`config.mk`:
```
export PLATFORM = sky130hd
export DESIGN_NAME = fpts_isqrt
export DESIGN_NICKNAME = d
export VERILOG_FILES = /design/src/rtl/assert_macros.svh /design/src/rtl/fpts_pkg.sv /design/src/rtl/fpts_isqrt.sv
export SDC_FILE = /design/constraint.sdc
export NUM_CORES = 2
export LEC_CHECK = 0
export BUFFER_PORTS_ARGS = -buffer_cell sky130_fd_sc_hd__buf_2
export CAP_MARGIN = 20
export CORE_AREA = 2 2 635 637
export DETAILED_ROUTE_END_ITERATION = 12
export DIE_AREA = 0 0 637 639
export GPL_ROUTABILITY_DRIVEN = 1
export SLEW_MARGIN = 20
export SYNTH_ARGS = -nofsm -noshare
export SYNTH_HDL_FRONTEND = slang
export SYNTH_SLANG_ARGS = --single-unit
export TNS_END_PERCENT = 100
```
`constraint.sdc`:
```
create_clock -name clk -period 3.7 [get_ports clk]
set_input_delay 0.555 -clock clk [delete_from_list [all_inputs] [get_ports clk]]
set_output_delay 0.555 -clock clk [all_outputs]
set_load 0.1 [all_outputs]
```
`src/rtl/assert_macros.svh`:
```
// Assertion macros used by the RTL of the sight-line cross product block.
// Depends on nothing; included by the modules that carry assertions.
`ifndef ASSERT_MACROS_SVH
`define ASSERT_MACROS_SVH

// Same-cycle implication, disabled during reset.
`define CHECK_IMPLY(lbl, clk, rst, ante, cons) \
  lbl: assert property (@(posedge clk) disable iff (rst) (ante) |-> (cons)) \
    else $error("implication check failed");

// Next-cycle implication, disabled during reset.
`define CHECK_NEXT(lbl, clk, rst, ante, cons) \
  lbl: assert property (@(posedge clk) disable iff (rst) (ante) |=> (cons)) \
    else $error("next-cycle check failed");

`endif

```
`src/rtl/fpts_pkg.sv`:
```
// Package for the sight-line cross product block: widths, stage counts,
// payload structs and register indexes. Depends on nothing.
`timescale 1ns / 1ps

package fpts_pkg;

  localparam int CW          = 32;              // coordinate width, Q16.16
  localparam int MW          = CW + 1;          // offset magnitude width
  localparam int NW          = 31;              // normalized magnitude width
  localparam int UF          = 30;              // fraction bits of the unit vector
  localparam int SQW         = 2 * NW;          // one square
  localparam int SUMW        = 2 * NW + 2;      // sum of three squares
  localparam int LENW        = SUMW / 2;        // square root width
  localparam int NUMW        = NW + UF + 1;     // dividend width
  localparam int QW          = UF + 1;          // quotient width
  localparam int UW          = UF + 2;          // signed unit component width
  localparam int PW          = UW + CW;         // product width
  localparam int DW          = PW + 1;          // difference width
  localparam int BLW         = $clog2(MW + 1);  // bit length width
  localparam int SHW         = MW + NW;         // normalizing shifter width
  localparam int SQRT_STAGES = LENW;
  localparam int DIV_STAGES  = QW;
  localparam int LANE_LAT    = DIV_STAGES + 2;
  localparam int CROSS_LAT   = 2;
  localparam int FRONT_LAT   = 5;
  localparam int SIDE_LAT    = SQRT_STAGES + LANE_LAT;
  localparam int VLD_LAT     = FRONT_LAT + SIDE_LAT + CROSS_LAT;
  localparam int ADDR_W      = 4;
  localparam int DATA_W      = 32;

  typedef logic signed [CW-1:0] coord_t;
  typedef logic signed [UW-1:0] unit_t;

  localparam coord_t COORD_MAX = {1'b0, {(CW-1){1'b1}}};
  localparam coord_t COORD_MIN = {1'b1, {(CW-1){1'b0}}};

  typedef enum logic [1:0] {
    REG_OBS_X = 2'd0,
    REG_OBS_Y = 2'd1,
    REG_OBS_Z = 2'd2
  } reg_idx_t;

  typedef struct packed {
    coord_t pos_x;
    coord_t pos_y;
    coord_t pos_z;
    coord_t field_x;
    coord_t field_y;
    coord_t field_z;
  } in_t;

  typedef struct packed {
    coord_t perp_x;
    coord_t perp_y;
    coord_t perp_z;
    logic   zero_distance;
    logic   saturated;
  } out_t;

  // Normalized magnitudes and signs waiting for the square root.
  typedef struct packed {
    logic [2:0][NW-1:0] nmag;
    logic [2:0]         neg;
  } nd_t;

  // Field and zero flag waiting for the unit vector.
  typedef struct packed {
    coord_t [2:0] fld;
    logic         zero;
  } side_t;

endpackage

```
`src/rtl/fpts_isqrt.sv`:
```
// Pipelined bit-by-bit integer square root, one result bit per stage.
// Depends on fpts_pkg.
`timescale 1ns / 1ps

module fpts_isqrt
  import fpts_pkg::*;
(
  input  logic            clk,
  input  logic            en,
  input  logic [SUMW-1:0] n,
  output logic [LENW-1:0] root
);

  logic [SUMW-1:0] rem [SQRT_STAGES];
  logic [SUMW-1:0] acc [SQRT_STAGES];

  for (genvar k = 0; k < SQRT_STAGES; k++) begin : g_stage
    localparam logic [SUMW-1:0] BIT = SUMW'(1) << (SUMW - 2 - 2 * k);
    logic [SUMW-1:0] rem_in;
    logic [SUMW-1:0] acc_in;
    logic [SUMW-1:0] trial;
    logic            ge;

    if (k == 0) begin : g_first
      assign rem_in = n;
      assign acc_in = '0;
    end else begin : g_rest
      assign rem_in = rem[k-1];
      assign acc_in = acc[k-1];
    end

    assign trial = acc_in + BIT;
    assign ge    = (rem_in >= trial);

    always_ff @(posedge clk) begin
      if (en) begin
        rem[k] <= ge ? rem_in - trial : rem_in;
        acc[k] <= ge ? (acc_in >> 1) + BIT : (acc_in >> 1);
      end
    end
  end

  assign root = acc[SQRT_STAGES-1][LENW-1:0];

endmodule

```
==> metrics.md <==
| Metric | Value |
|---|---|
| Synth area leader | `edfxtp_1` |
| HP Class | `in -> reg` |
| Io pins | `98` |
| Worst-margin pin slew | `~1.1 ns` |
| Layout fillers | `roughly 40000` |
| Max VDD drop | `0.000487 V` |
| Post-synth top area share | `0.630` |
| Lkg Pwr | `52.2 nW` |
| WL per Instance | `17.6 um` |
| F_max | `around 270 MHz` |
| RSZ-0062 raised after global routing | `true` |
| Drt via density | `4.74` |
| Finish-stage setup viols | `0` |
| Final number of hold-violating endpoints | `0` |
| Main synth FF type | `edfxtp_1` |
| Avg Inst Size Synth | `12.7 um2` |
| Worst R2R Path Depth | `10` |
| Synthesized cell area | `roughly 120000 um2` |
| Clock root cell | `clkbuf_16` |
| Mapped Cells | `9434` |
| Pwr per Cell Area | `596 nW/um2` |
| Ranking of synthesized cells by area | `edfxtp_1 63%, ha_1 5.8%, xnor2_1 3.4%` |
| Register area share after synthesis | `0.630` |
| Synthesis warning total | `0` |
| Post-Syn Nets | `between 10000 and 15000` |
| Core Util, Final | `0.347` |
| Std-Cell Rows | `233` |
| GPL Wtd Cong | `0.889` |
| DP HPWL | `between 200000 and 250000 um` |
| Distinct cells, synth | `99` |
| Die area | `~400000 um2` |
| Dpl cell area | `around 130000 um2` |
| Pin count of the biggest net entering global routing | `between 150 and 200` |
| Non-Filler Cell Area, Final | `between 100000 and 150000 um2` |
| Post-synth EDFFs | `around 2500` |
| Setup crit start | `rem[21][50]` |
| CP Data Arrival Time | `4.13 ns` |
| Tcrit/Tclk final | `0.983` |
| DRT Wirelength | `275000 um` |
| Router iterations before antenna repair | `6` |
| CTS tree | `yes` |
| # nets final | `about 11000` |
| CTS Sinks | `2512` |
| Clk_lat worst skew | `0.86 ns` |
| Synthesized flop and latch total | `2512` |
| Setup WS pre-CTS | `-0.455 ns` |
| Residual DRC | `0` |
| Initial antenna violation count | `2` |
| Critical path class | `reg -> reg` |
| Critical Path Fanout Max | `6` |
| Clk buf depth | `4` |
| Max-slew violation count | `0` |
| Setup WS post-layout | `0.0624 ns` |
| Worst EP required | `around 4.2 ns` |
| Minimum clock period | `3.64 ns` |
| CP Capture Type | `flop` |
| Async SR Flop Fraction | `0` |
| DRT antenna net count | `0` |
| Crit path to | `rem[22][47]` |
| DRT iter0 DRCs | `5179` |
| H-tree Lvls | `5` |
| Total Neg Setup Slack | `0 ns` |
| Total gr overflow | `0` |
| Startpoint Class | `flop` |
| GRT Resource Usage Total | `0.131` |
| Status | `completed` |
| TritonCTS Buffers | `272` |
| R2r endpoint | `rem[22][47]` |
| Fin Hold WS | `0.0798 ns` |
| Die span in x | `roughly 640 um` |
| FF-to-FF setup slack | `0.06 ns` |
| I/O Buffers | `97` |
| Core area | `401000 um2` |
| Max_cap viols | `0` |
| Starting density of the core | `0.299` |
| Die Ht | `639 um` |
| Vias | `74000` |
| Area growth syn-to-layout | `16.2%` |
| Worst R2R Start | `rem[21][50]` |
| Layout Skew | `between 0.06 and 0.07 ns` |
| Clock-pin slew on the worst setup and hold paths | `0.06 ns` |
| First-pass GRT wire length | `around 420000 um` |
| Slew margin rel. | `0.290` |
| Share of cells above drive strength 1 | `0.116` |
| Number of global-route vias before repair | `around 74000` |
how the worst min path moves through the flow:
stage / start / endpoint / slack, ns / cells after the start
global placement: rem[13][24] / rem[14][24] / 0.42 / 0
global route: n[62] / rem[0][62] / 0.08 / 3
floorplan: rem[26][7] / rem[27][7] / 0.42 / 0
finish: n[62] / rem[0][62] / 0.08 / 3
detailed placement: rem[13][20] / rem[14][20] / 0.43 / 0
CTS: n[62] / rem[0][62] / 0.02 / 3
synthesized netlist by cell type, drive strengths merged (16+ instances only):
| cell type | number |
|---|---|
| edfxtp | 2512 |
| inv | 692 |
| nor2 | 636 |
| a21oi | 627 |
| ha | 558 |
| nand2 | 558 |
| xnor2 | 468 |
| xor2 | 398 |
| o21ai | 379 |
| nor4 | 338 |
| nor3 | 261 |
| a21o | 233 |
| nand4 | 159 |
| nand3 | 135 |
| clkbuf | 121 |
| nand2b | 109 |
| or3 | 108 |
| mux2 | 104 |
| o21a | 92 |
| buf | 91 |
| nor2b | 75 |
| o21bai | 65 |
| or4 | 62 |
| and3 | 55 |
| a31oi | 49 |
| a211oi | 45 |
| or2 | 42 |
| nor4b | 41 |
| o31ai | 41 |
| nand3b | 31 |
| and2 | 30 |
| o211ai | 30 |
| a21boi | 25 |
| and4 | 22 |
| nor3b | 22 |
| nand4b | 16 |
| o31a | 16 |
worst max-delay path, cell delays in order, from the launching register on:
cell	delay [ns]
edfxtp_1	0.43
or4_4	0.58
nand3b_1	0.25
or4b_2	0.69
nor3_2	0.24
nor3b_2	0.21
a21bo_2	0.23
or2_2	0.14
a311o_2	0.18
buf_4	0.14
nand2_1	0.21
repair_timing:
action                                  CTS  global route
gates cloned                              0             1
endpoints found under the hold margin    63             0
pin swaps                                 3            19
setup buffers                             1            15
resized for setup                        17            81
endpoints found under the setup margin   57           157
hold buffers                             63             0
power by group:
group          internal [mW]  leakage (nW)  switching (mW)
Combinational           8.18          24.0            10.4
Clock                   14.5          4.03            10.9
Sequential              36.1          24.2            2.84
Total                   58.9          52.2            24.2
stage by stage:
step	total power [mW]	std cells
6_report	83.0	15600
5_1_grt	87.2	15600
4_1_cts	83.5	15600
3_5_place_dp	57.8	15100
3_3_place_gp	57.7	15100
2_1_floorplan	50.8	9434
metal layers:
layer / wire (um) / track usage
met5: 0 / 0
met4: 11100 / 0.0513
met3: 8640 / 0.0158
met2: 143000 / 0.244
met1: 113000 / 0.152
cell usage in the layout (no fill, tap or decap), types with 246 or more instances in the layout:
master | netlist | routed
nor4_1 | 332 | 319
a21oi_1 | 627 | 623
o21ai_0 | 367 | 363
edfxtp_1 | 2512 | 2512
nand2_1 | 558 | 557
buf_4 | 35 | 436
xor2_1 | 398 | 397
nor2_1 | 636 | 635
clkbuf_16 | 0 | 282
nor3_1 | 260 | 246
xnor2_1 | 468 | 466
ha_1 | 558 | 551
inv_1 | 688 | 688
cell families after synthesis:
logic type / after synthesis / synth area share
flops: 2512 / 0.630
buf+inv: 905 / 0.0298
fa+ha+maj: 558 / 0.0583
xor+xnor: 866 / 0.0633
simple gates: 2725 / 0.118
compound gates: 1758 / 0.0910
mux: 110 / 0.0103
registers in the layout (all words and copies together) (netlist names):
name / cells
rem: 1984
acc: 528
final cells by class:
type | instances | area, um2 | area share
sequential | 2512 | 75400 | 0.542
multi-input combinational | 6017 | 41300 | 0.297
clock buffer | 338 | 7250 | 0.0520
tap | 5287 | 6620 | 0.0475
timing repair buffer | 627 | 5000 | 0.0359
inverter | 693 | 2600 | 0.0187
clock inverter | 135 | 970 | 0.00697
antenna | 2 | 5.00 | 0.0000359
Power figures use the tool's default switching activity.
